**src/hw/rtl/lssf_pkg.sv**
```systemverilog
package lssf_pkg;

  // Fixed widths of the register file and of the result.
  localparam int WINDOW_W  = 8;
  localparam int INV_W     = 32;
  localparam int SLOPE_W   = 34;
  localparam int CFG_IDX_W = 1;

  // Register indexes on the configuration port.
  localparam logic [CFG_IDX_W-1:0] CFG_WIN_LEN   = 1'b0;
  localparam logic [CFG_IDX_W-1:0] CFG_INV_DENOM = 1'b1;

  // Reset values of the configuration registers.
  localparam logic [WINDOW_W-1:0] WINDOW_RESET = 8'd80;
  localparam logic [INV_W-1:0]    INV_RESET    = 32'd8390;

  // Integer tap weights run from -6(W-1) up in steps of 12; with W at most
  // 255 they stay within a 12-bit signed value.
  localparam int WGT_W       = 12;
  localparam int WGT_STEP    = 12;
  localparam int WGT_HALF    = 6;
  // Headroom of the accumulator above the sample width.
  localparam int ACC_GUARD   = 20;
  // The reciprocal is applied as two 16-bit halves.
  localparam int HALF_W      = 16;
  localparam int FRAC_SHIFT  = 16;

  localparam logic signed [SLOPE_W-1:0] SLOPE_MAX = {1'b0, {(SLOPE_W-1){1'b1}}};
  localparam logic signed [SLOPE_W-1:0] SLOPE_MIN = {1'b1, {(SLOPE_W-1){1'b0}}};

  typedef enum logic [2:0] {
    ST_IDLE,
    ST_SETUP,
    ST_MAC,
    ST_SCL_LO,
    ST_SCL_HI,
    ST_DONE
  } lssf_state_t;

  // Commands from the sequencer to the datapath.
  typedef struct packed {
    logic accept;    // write the new sample, update pointer and fill count
    logic setup;     // load tap count, first weight, clear accumulator
    logic issue;     // read the next older sample from the delay line
    logic scale_lo;  // multiply sum by low half of the reciprocal
    logic scale_hi;  // add product with high half of the reciprocal
    logic load_out;  // saturate and move the result to the output register
  } lssf_cmd_t;

  // Status from the datapath to the sequencer.
  typedef struct packed {
    logic issue_done;  // all taps have been read
    logic drain_busy;  // a read is still on its way to the accumulator
    logic out_free;    // output register can take a result this cycle
  } lssf_sts_t;

endpackage

```
**src/hw/rtl/lssf_ram.sv**
```systemverilog
module lssf_ram #(
  parameter int WIDTH = 16,
  parameter int DEPTH = 128
) (
  input  logic                     clk,
  input  logic                     wr_en,
  input  logic [$clog2(DEPTH)-1:0] wr_addr,
  input  logic [WIDTH-1:0]         wr_data,
  input  logic [$clog2(DEPTH)-1:0] rd_addr,
  output logic [WIDTH-1:0]         rd_data
);

  logic [WIDTH-1:0] mem_r [DEPTH];

  always_ff @(posedge clk) begin
    if (wr_en) begin
      mem_r[wr_addr] <= wr_data;
    end
    rd_data <= mem_r[rd_addr];
  end

endmodule

```
**src/hw/rtl/lssf_ctrl.sv**
```systemverilog
module lssf_ctrl (
  input  logic                clk,
  input  logic                rst_n,
  input  logic                in_valid,
  output logic                in_ready,
  input  lssf_pkg::lssf_sts_t sts,
  output lssf_pkg::lssf_cmd_t cmd
);

  import lssf_pkg::*;

  lssf_state_t state_r, state_nxt;

  always_ff @(posedge clk) begin
    if (!rst_n) begin
      state_r <= ST_IDLE;
    end else begin
      state_r <= state_nxt;
    end
  end

  always_comb begin
    state_nxt = state_r;
    cmd       = '0;
    in_ready  = 1'b0;
    unique case (state_r)
      ST_IDLE: begin
        in_ready = 1'b1;
        if (in_valid) begin
          cmd.accept = 1'b1;
          state_nxt  = ST_SETUP;
        end
      end
      ST_SETUP: begin
        cmd.setup = 1'b1;
        state_nxt = ST_MAC;
      end
      ST_MAC: begin
        cmd.issue = !sts.issue_done;
        if (sts.issue_done && !sts.drain_busy) begin
          state_nxt = ST_SCL_LO;
        end
      end
      ST_SCL_LO: begin
        cmd.scale_lo = 1'b1;
        state_nxt    = ST_SCL_HI;
      end
      ST_SCL_HI: begin
        cmd.scale_hi = 1'b1;
        state_nxt    = ST_DONE;
      end
      ST_DONE: begin
        if (sts.out_free) begin
          cmd.load_out = 1'b1;
          state_nxt    = ST_IDLE;
        end
      end
      default: begin
        state_nxt = ST_IDLE;
      end
    endcase
  end

endmodule

```
**src/hw/rtl/lssf_dp.sv**
```systemverilog
module lssf_dp #(
  parameter int MAX_TAPS     = 128,
  parameter int SAMPLE_WIDTH = 16
) (
  input  logic                                clk,
  input  logic                                rst_n,
  input  logic signed [SAMPLE_WIDTH-1:0]      in_sample,
  input  logic                                in_start_of_block,
  input  logic                                cfg_wr_en,
  input  logic [lssf_pkg::CFG_IDX_W-1:0]      cfg_index,
  input  logic [lssf_pkg::INV_W-1:0]          cfg_wdata,
  output logic                                out_valid,
  input  logic                                out_ready,
  output logic signed [lssf_pkg::SLOPE_W-1:0] out_slope,
  input  lssf_pkg::lssf_cmd_t                 cmd,
  output lssf_pkg::lssf_sts_t                 sts
);

  import lssf_pkg::*;

  localparam int AW    = $clog2(MAX_TAPS);
  localparam int CW    = $clog2(MAX_TAPS + 1);
  localparam int TW    = (CW > WINDOW_W) ? CW : WINDOW_W;
  localparam int ACC_W = SAMPLE_WIDTH + ACC_GUARD;
  localparam int MAC_W = SAMPLE_WIDTH + WGT_W;
  localparam int PP_W  = ACC_W + HALF_W + 1;
  localparam int P_W   = ACC_W + INV_W + 1;
  localparam int SAT_LSB = FRAC_SHIFT + SLOPE_W - 1;

  localparam logic [AW-1:0]    LAST_SLOT = AW'(MAX_TAPS - 1);
  localparam logic [CW-1:0]    FULL      = CW'(MAX_TAPS);
  localparam logic [WGT_W-1:0] HALF_WGT  = WGT_W'(WGT_HALF);
  localparam logic [WGT_W-1:0] STEP_WGT  = WGT_W'(WGT_STEP);

  // Configuration registers.
  logic [WINDOW_W-1:0] window_r, window_nxt;
  logic [INV_W-1:0]    inv_r, inv_nxt;

  // Delay line pointers and fill count.
  logic [AW-1:0] wr_ptr_r, wr_ptr_nxt;
  logic [AW-1:0] rd_ptr_r, rd_ptr_nxt;
  logic [CW-1:0] fill_r, fill_nxt;
  logic [CW-1:0] cnt_r, cnt_nxt;
  logic          rd_vld_r, rd_vld_nxt;

  // Arithmetic.
  logic signed [WGT_W-1:0]   weight_r, weight_nxt;
  logic signed [ACC_W-1:0]   acc_r, acc_nxt;
  logic signed [P_W-1:0]     prod_r, prod_nxt;
  logic signed [SLOPE_W-1:0] slope_r, slope_nxt;
  logic                      out_valid_r, out_valid_nxt;

  logic [SAMPLE_WIDTH-1:0]        ram_rdata;
  logic [CW-1:0]                  fill_base;
  logic [TW-1:0]                  win_ext, taps_ext, n_ext;
  logic [WGT_W-1:0]               taps_w;
  logic signed [WGT_W-1:0]        weight_first;
  logic signed [MAC_W-1:0]        mac_prod;
  logic [HALF_W-1:0]              inv_half;
  logic signed [PP_W-1:0]         scl_prod;
  logic [P_W-1:SAT_LSB]           top_bits;
  logic                           fits;

  lssf_ram #(
    .WIDTH (SAMPLE_WIDTH),
    .DEPTH (MAX_TAPS)
  ) u_delay (
    .clk     (clk),
    .wr_en   (cmd.accept),
    .wr_addr (wr_ptr_r),
    .wr_data (in_sample),
    .rd_addr (rd_ptr_r),
    .rd_data (ram_rdata)
  );

  always_comb begin
    win_ext  = TW'(window_r);
    taps_ext = (win_ext > TW'(MAX_TAPS)) ? TW'(MAX_TAPS) : win_ext;
    n_ext    = (win_ext < TW'(fill_r)) ? win_ext : TW'(fill_r);
    taps_w   = WGT_W'(taps_ext[WINDOW_W-1:0]);
    weight_first = $signed(HALF_WGT - taps_w * HALF_WGT);
    fill_base = in_start_of_block ? '0 : fill_r;

    mac_prod = $signed(ram_rdata) * weight_r;
    inv_half = cmd.scale_hi ? inv_r[INV_W-1:HALF_W] : inv_r[HALF_W-1:0];
    scl_prod = acc_r * $signed({1'b0, inv_half});

    top_bits = prod_r[P_W-1:SAT_LSB];
    fits     = (&top_bits) || !(|top_bits);
  end

  always_comb begin
    window_nxt    = window_r;
    inv_nxt       = inv_r;
    wr_ptr_nxt    = wr_ptr_r;
    rd_ptr_nxt    = rd_ptr_r;
    fill_nxt      = fill_r;
    cnt_nxt       = cnt_r;
    rd_vld_nxt    = 1'b0;
    weight_nxt    = weight_r;
    acc_nxt       = acc_r;
    prod_nxt      = prod_r;
    slope_nxt     = slope_r;
    out_valid_nxt = out_valid_r && !out_ready;

    if (cfg_wr_en) begin
      unique case (cfg_index)
        CFG_WIN_LEN:   window_nxt = cfg_wdata[WINDOW_W-1:0];
        CFG_INV_DENOM: inv_nxt    = cfg_wdata;
        default:       ;
      endcase
    end

    if (cmd.accept) begin
      rd_ptr_nxt = wr_ptr_r;
      wr_ptr_nxt = (wr_ptr_r == LAST_SLOT) ? '0 : wr_ptr_r + AW'(1);
      fill_nxt   = (fill_base < FULL) ? fill_base + CW'(1) : fill_base;
    end

    if (cmd.setup) begin
      cnt_nxt    = CW'(n_ext);
      weight_nxt = weight_first;
      acc_nxt    = '0;
    end

    if (cmd.issue) begin
      rd_vld_nxt = 1'b1;
      cnt_nxt    = cnt_r - CW'(1);
      rd_ptr_nxt = (rd_ptr_r == '0) ? LAST_SLOT : rd_ptr_r - AW'(1);
    end

    if (rd_vld_r) begin
      acc_nxt    = acc_r + ACC_W'(mac_prod);
      weight_nxt = weight_r + $signed(STEP_WGT);
    end

    if (cmd.scale_lo) begin
      prod_nxt = P_W'(scl_prod);
    end
    if (cmd.scale_hi) begin
      prod_nxt = prod_r + (P_W'(scl_prod) <<< HALF_W);
    end

    if (cmd.load_out) begin
      slope_nxt     = fits ? prod_r[SAT_LSB:FRAC_SHIFT]
                           : (prod_r[P_W-1] ? SLOPE_MIN : SLOPE_MAX);
      out_valid_nxt = 1'b1;
    end
  end

  always_ff @(posedge clk) begin
    if (!rst_n) begin
      window_r    <= WINDOW_RESET;
      inv_r       <= INV_RESET;
      wr_ptr_r    <= '0;
      rd_ptr_r    <= '0;
      fill_r      <= '0;
      cnt_r       <= '0;
      rd_vld_r    <= 1'b0;
      out_valid_r <= 1'b0;
    end else begin
      window_r    <= window_nxt;
      inv_r       <= inv_nxt;
      wr_ptr_r    <= wr_ptr_nxt;
      rd_ptr_r    <= rd_ptr_nxt;
      fill_r      <= fill_nxt;
      cnt_r       <= cnt_nxt;
      rd_vld_r    <= rd_vld_nxt;
      out_valid_r <= out_valid_nxt;
    end
  end

  always_ff @(posedge clk) begin
    weight_r <= weight_nxt;
    acc_r    <= acc_nxt;
    prod_r   <= prod_nxt;
    slope_r  <= slope_nxt;
  end

  assign sts.issue_done = (cnt_r == '0);
  assign sts.drain_busy = rd_vld_r;
  assign sts.out_free   = !out_valid_r || out_ready;

  assign out_valid = out_valid_r;
  assign out_slope = slope_r;

endmodule

```
**src/hw/rtl/least_squares_slope_fir.sv**
```systemverilog
// Each result takes n delay line reads, n = min(window, fill count), and then waits out
// any hold-off by the receiver. A new sample is taken only once the last result has
// moved into the output register; the pace is set by the single multiply-accumulate
// that reads one delay line entry per cycle.
// Reset: synchronous, active low; clears pointers, fill count and the output valid, and
// loads a window of 80 taps and a reciprocal of 8390. The memory itself is not cleared.
module least_squares_slope_fir #(
  parameter int MAX_TAPS     = 128,
  parameter int SAMPLE_WIDTH = 16
) (
  input  logic                                clk,
  input  logic                                rst_n,
  // Sample channel.
  input  logic                                in_valid,
  output logic                                in_ready,
  input  logic signed [SAMPLE_WIDTH-1:0]      in_sample,
  input  logic                                in_start_of_block,
  // Result channel.
  output logic                                out_valid,
  input  logic                                out_ready,
  output logic signed [lssf_pkg::SLOPE_W-1:0] out_slope,
  // Configuration write port.
  input  logic                                cfg_wr_en,
  input  logic [lssf_pkg::CFG_IDX_W-1:0]      cfg_index,
  input  logic [lssf_pkg::INV_W-1:0]          cfg_wdata
);

  import lssf_pkg::*;

  // The sequencer steps each sample through: write into the delay line, set up the
  // tap count and the first weight, walk the history newest to oldest through one
  // multiply-accumulate, apply the reciprocal in two 16-bit halves, then saturate
  // into the output register. A start-of-block sample resets the fill count so that
  // older history reads as absent, which also stands in for clearing the memory.
  // The output register lets the next sample transfer happen while a result waits.

  lssf_cmd_t cmd;
  lssf_sts_t sts;

  lssf_ctrl u_ctrl (
    .clk      (clk),
    .rst_n    (rst_n),
    .in_valid (in_valid),
    .in_ready (in_ready),
    .sts      (sts),
    .cmd      (cmd)
  );

  lssf_dp #(
    .MAX_TAPS     (MAX_TAPS),
    .SAMPLE_WIDTH (SAMPLE_WIDTH)
  ) u_dp (
    .clk               (clk),
    .rst_n             (rst_n),
    .in_sample         (in_sample),
    .in_start_of_block (in_start_of_block),
    .cfg_wr_en         (cfg_wr_en),
    .cfg_index         (cfg_index),
    .cfg_wdata         (cfg_wdata),
    .out_valid         (out_valid),
    .out_ready         (out_ready),
    .out_slope         (out_slope),
    .cmd               (cmd),
    .sts               (sts)
  );

endmodule

```
**config.mk**
```make
export PLATFORM = sky130hd
export DESIGN_NAME = least_squares_slope_fir
export DESIGN_NICKNAME = d
export VERILOG_FILES = /design/src/hw/rtl/lssf_pkg.sv /design/src/hw/rtl/lssf_ram.sv /design/src/hw/rtl/lssf_ctrl.sv /design/src/hw/rtl/lssf_dp.sv /design/src/hw/rtl/least_squares_slope_fir.sv
export SDC_FILE = /design/constraint.sdc
export NUM_CORES = 2
export LEC_CHECK = 0
export BUFFER_PORTS_ARGS = -buffer_cell sky130_fd_sc_hd__clkbuf_2
export CAP_MARGIN = 20
export CORE_ASPECT_RATIO = 1.2
export CORE_MARGIN = 2
export CORE_UTILIZATION = 60
export CTS_BUF_LIST = sky130_fd_sc_hd__clkbuf_4
export CTS_CLUSTER_SIZE = 40
export DETAILED_ROUTE_END_ITERATION = 10
export GPL_TIMING_DRIVEN = 1
export PLACE_DENSITY = 0.76
export SLEW_MARGIN = 30
export SYNTH_ARGS = -nofsm -noshare
export SYNTH_HDL_FRONTEND = slang
export SYNTH_SLANG_ARGS = --single-unit
```
**constraint.sdc**
```tcl
create_clock -name clk -period 10.5 [get_ports clk]
set_clock_uncertainty 0.1 [all_clocks]
set_input_delay 1.05 -clock clk [delete_from_list [all_inputs] [get_ports clk]]
set_output_delay 1.05 -clock clk [all_outputs]
set_load 0.005 [all_outputs]
```
==> metrics.txt <==
# TYPE chip_impl_metric gauge
chip_impl_metric{name="worst_skew_pair.late_latency",unit="ps"} 1420
chip_impl_metric{name="postSynthRegisterBits",unit=""} 2272
chip_impl_metric{name="fmaxAchievable",unit="MHz"} 99.8
chip_impl_metric{name="final_cells",unit=""} 11500
chip_impl_metric{name="first_pass_iters",unit=""} 6
chip_impl_info{name="run_status",value="finished, final reports clean"} 1
chip_impl_metric{name="post_synth_num_cell_types",unit=""} 83
chip_impl_metric{name="post_synth_instance_area",unit="um^2"} 120000
chip_impl_info{name="synthFlopType",value="sky130_fd_sc_hd__edfxtp_1"} 1
chip_impl_info{name="worst_setup_path_startpoint",value="u_ctrl.state_r[1]$_SDFFE_PN0P_"} 1
chip_impl_metric{name="weighted_congestion_reported_at_the_end_of_routability_driven_placement",unit=""} 0.933
chip_impl_metric{name="synthCells",unit=""} 7894
chip_impl_metric{name="synth_warnings",unit=""} 0
chip_impl_metric{name="synth_enable_flop_cells",unit=""} 2181
chip_impl_metric{name="place.detailed.hpwl",unit="mm"} 196
chip_impl_metric{name="async_reset_ff_share",unit="%"} 0
chip_impl_info{name="worst_setup_path_start_kind",value="flop"} 1
chip_impl_metric{name="drive_gt1_share",unit="%"} 20.9
chip_impl_metric{name="worst-r2r-setup-slack",unit="ps"} 480
chip_impl_metric{name="timing.critical_path.slowest_cell_delay",unit="ps"} 530
chip_impl_info{name="crit_path_top_delay_cell",value="sky130_fd_sc_hd__fa_1"} 1
chip_impl_metric{name="cts-htree-levels",unit=""} 6
chip_impl_metric{name="number_of_vias_after_detailed_routing",unit=""} 69800
chip_impl_info{name="hold_path.startpoint",value="in_sample[15]"} 1
chip_impl_metric{name="place_area",unit="um^2"} 124000
chip_impl_metric{name="number_of_cts_inserted_buffers",unit=""} 560
chip_impl_metric{name="synthDominantCellAreaShare",unit="%"} 54.7
chip_impl_metric{name="grt_antenna_before_repair",unit=""} 21
chip_impl_metric{name="worstHoldPathCells",unit=""} 1
chip_impl_metric{name="first_global_vias",unit=""} 73700
chip_impl_metric{name="cts_buffer_depth",unit=""} 4
chip_impl_metric{name="io_buffer_count",unit=""} 90
chip_impl_info{name="clock_tree.root_cell",value="sky130_fd_sc_hd__clkbuf_4"} 1
chip_impl_metric{name="worst-endpoint-arrival",unit="ps"} 10970
chip_impl_metric{name="ys_seq_area_share",unit="%"} 56.2
chip_impl_metric{name="floorplan.die.width",unit="um"} 412
chip_impl_metric{name="ff2ff_path_depth",unit=""} 35
chip_impl_metric{name="detail_route.wl_per_cell",unit="um"} 25.7
chip_impl_metric{name="grt_pass1_wl",unit="mm"} 443
chip_impl_metric{name="avgSynthCellArea",unit="um^2"} 15.2
chip_impl_info{name="r2r_end",value="u_dp.prod_r[66]$_DFFE_PP_"} 1
chip_impl_metric{name="fp-row-count",unit=""} 179
chip_impl_info{name="min_to",value="u_dp.u_delay.mem_r[94][15]$_DFFE_PP_"} 1
chip_impl_metric{name="final_design_area_no_fill",unit="um^2"} 131000
chip_impl_metric{name="globalRouteTotalUtil",unit="%"} 29.4
chip_impl_metric{name="timing.final.crit_period",unit="ps"} 10020
chip_impl_info{name="reg2reg_from",value="u_ctrl.state_r[1]$_SDFFE_PN0P_"} 1
chip_impl_info{name="tritoncts",value="done"} 1
chip_impl_info{name="timing.hold.worst.class",value="in -> reg"} 1
chip_impl_metric{name="cp_data_required_time",unit="ps"} 11450
chip_impl_info{name="yosys.cell_count.top_type",value="sky130_fd_sc_hd__edfxtp_1"} 1
chip_impl_metric{name="grt_remaining_overflow",unit=""} 0
chip_impl_info{name="post_synth_main_area_contributors",value="sky130_fd_sc_hd__edfxtp_1 (55%), sky130_fd_sc_hd__fa_1 (12%), sky130_fd_sc_hd__mux4_2 (12%)"} 1
chip_impl_metric{name="worst_slack",unit="ps"} 480
chip_impl_info{name="critical_path_class",value="reg -> reg"} 1
chip_impl_metric{name="timing.final.crit_share",unit="%"} 95.4
chip_impl_metric{name="detail_route.drc_violations",unit=""} 0
chip_impl_metric{name="fin_util",unit="%"} 66.1
chip_impl_metric{name="slew_viol_final",unit=""} 0
chip_impl_metric{name="initial_utilization",unit="%"} 60.4
chip_impl_metric{name="via_per_inst",unit=""} 6.10
chip_impl_metric{name="dieHeight",unit="um"} 493
chip_impl_metric{name="layout.filler_cells",unit=""} 13600
chip_impl_metric{name="maximum_number_of_pins_on_one_net_before_global_route_repair",unit=""} 155
chip_impl_metric{name="worst_slew_pin_slew",unit="ps"} 1020
chip_impl_metric{name="area_of_the_core_region",unit="um^2"} 198000
chip_impl_metric{name="finalSetupViolCount",unit=""} 0
chip_impl_metric{name="hold_violations",unit=""} 0
chip_impl_metric{name="numClockSinks",unit=""} 2272
chip_impl_metric{name="slew_headroom",unit="%"} 31.1
chip_impl_info{name="cp_common_cell",value="sky130_fd_sc_hd__fa_1"} 1
chip_impl_metric{name="drt-initial-drc-count",unit=""} 6767
chip_impl_metric{name="total_placed_cells_including_tap_cells",unit=""} 10500
chip_impl_metric{name="die_area",unit="um^2"} 203000
chip_impl_info{name="synth_commonest_cells",value="sky130_fd_sc_hd__edfxtp_1 (2181), sky130_fd_sc_hd__inv_1 (997), sky130_fd_sc_hd__fa_1 (746), sky130_fd_sc_hd__nand2_1 (731), sky130_fd_sc_hd__mux4_2 (627)"} 1
chip_impl_info{name="yosysTopAreaCell",value="sky130_fd_sc_hd__edfxtp_1"} 1
chip_impl_metric{name="cts.reportedPaths.clkPinSlew",unit="ps"} 60
chip_impl_metric{name="syn2layout_area_growth",unit="%"} 9.56
chip_impl_metric{name="wirelength",unit="mm"} 294
chip_impl_metric{name="detailedPlace.worstSlack",unit="ps"} 144
chip_impl_metric{name="detail-route-antenna-nets",unit=""} 0
chip_impl_metric{name="crit_fanout",unit=""} 16
chip_impl_metric{name="io_pins",unit=""} 91
chip_impl_info{name="cp-end-kind",value="flop"} 1
chip_impl_metric{name="finalNetCount",unit=""} 9573
chip_impl_metric{name="count_of_max_cap_constraint_violations",unit=""} 0
==> registers in the layout, summed over array words and instances, names as in the netlist, 8 cells and up <==
signal,cells
u_dp.u_delay.mem_r,2048
u_dp.prod_r,53
u_dp.acc_r,35
u_dp.out_slope,34
u_dp.inv_r,32
u_dp.u_delay.rd_data,16
u_dp.weight_r,11
u_dp.cnt_r,8
u_dp.fill_r,8
u_dp.win_ext,8
==> final cells by class <==
cell class / count / area [um^2] / area share, %
Sequential cell: 2272 / 67300 / 51.3
Multi-Input combinational cell: 4253 / 47300 / 36.0
Clock inverter: 124 / 676 / 0.515
Antenna cell: 16 / 40.0 / 0.0305
Timing Repair Buffer: 368 / 2890 / 2.20
Tap cell: 2624 / 3280 / 2.50
Inverter: 997 / 3740 / 2.85
Clock buffer: 797 / 5980 / 4.56
==> metrics by stage <==
stage | hold WS (ps) | setup TNS [ps]
final | 126 | 0
after global routing | 59.6 | -10.2
after CTS | 1.73 | 0
after detailed placement | 364 | 0
after global placement | 356 | 0
after floorplan | 340 | 0
==> kinds of logic after synthesis <==
group           count (synthesis)  synth area share [%]
compound gates                692                  3.75
xor+xnor                      156                  1.14
fa+ha+maj                    1066                  15.8
buf+inv                      1377                  4.43
flops                        2272                  56.2
mux                           716                  12.5
other cells                     2               0.00627
simple gates                 1613                  6.13
==> critical path: cells and delay by family (launching register included) <==
kind	cells	cell delay, ps
AOI/OAI and AO/OA	10	2180
xor gates and xnor gates	2	380
adders and majority gates	8	3950
buffers and inverters	4	470
DFF	1	460
and+or+nand+nor	11	2190
==> routing by layer <==
layer / track usage (%) / routed length, um / up-vias
li1: - / - / 29800
met1: 36.1 / 103000 / 35800
met2: 50.0 / 152000 / 3426
met3: 5.29 / 23000 / 768
met4: 15.5 / 16100 / 8
met5: 0 / 61 / -
==> worst max path at each step <==
stage,depth (start not counted),to
floorplan,38,u_dp.prod_r[68]$_DFFE_PP_
global placement,33,u_dp.prod_r[68]$_DFFE_PP_
detailed placement,35,u_dp.prod_r[68]$_DFFE_PP_
CTS,35,u_dp.prod_r[68]$_DFFE_PP_
global route,35,u_dp.prod_r[66]$_DFFE_PP_
finish,35,u_dp.prod_r[66]$_DFFE_PP_
==> layout by cell type, fill, tap and decap left out, types with 35 or more instances in the layout <==
cell                            netlist  layout
sky130_fd_sc_hd__inv_1              997     996
sky130_fd_sc_hd__nor2_1             332     331
sky130_fd_sc_hd__ha_1               320     320
sky130_fd_sc_hd__mux4_2             627     627
sky130_fd_sc_hd__mux2i_1             72      70
sky130_fd_sc_hd__buf_4               19     231
sky130_fd_sc_hd__a21o_1              86      86
sky130_fd_sc_hd__a21boi_0            40      40
sky130_fd_sc_hd__nand3_1             52      52
sky130_fd_sc_hd__nand2_1            731     724
sky130_fd_sc_hd__xnor2_1            110     109
sky130_fd_sc_hd__clkbuf_2             0      74
sky130_fd_sc_hd__dlygate4sd3_1        0      48
sky130_fd_sc_hd__dfxtp_1             91      86
sky130_fd_sc_hd__edfxtp_1          2181    2181
sky130_fd_sc_hd__o21ai_0            137     137
sky130_fd_sc_hd__nand4_1             35      35
sky130_fd_sc_hd__a21oi_1            177     176
sky130_fd_sc_hd__clkinv_1             0      82
sky130_fd_sc_hd__nor2b_1             78      77
sky130_fd_sc_hd__xor2_1              46      46
sky130_fd_sc_hd__and2_1             225     224
sky130_fd_sc_hd__clkbuf_4             0     797
sky130_fd_sc_hd__nor3_1              38      38
sky130_fd_sc_hd__nand2b_1            58      56
sky130_fd_sc_hd__fa_1               746     746
==> repair_timing <==
action	CTS	global route
resized for setup	0	5
buffers inserted	0	5
endpoints found under the hold margin	402	0
setup endpoints to repair	0	11
hold buffers	48	0
Power is left out: the tool's default activity adds up to more than one toggle a clock period on the data nets, which glitch-free logic cannot reach.
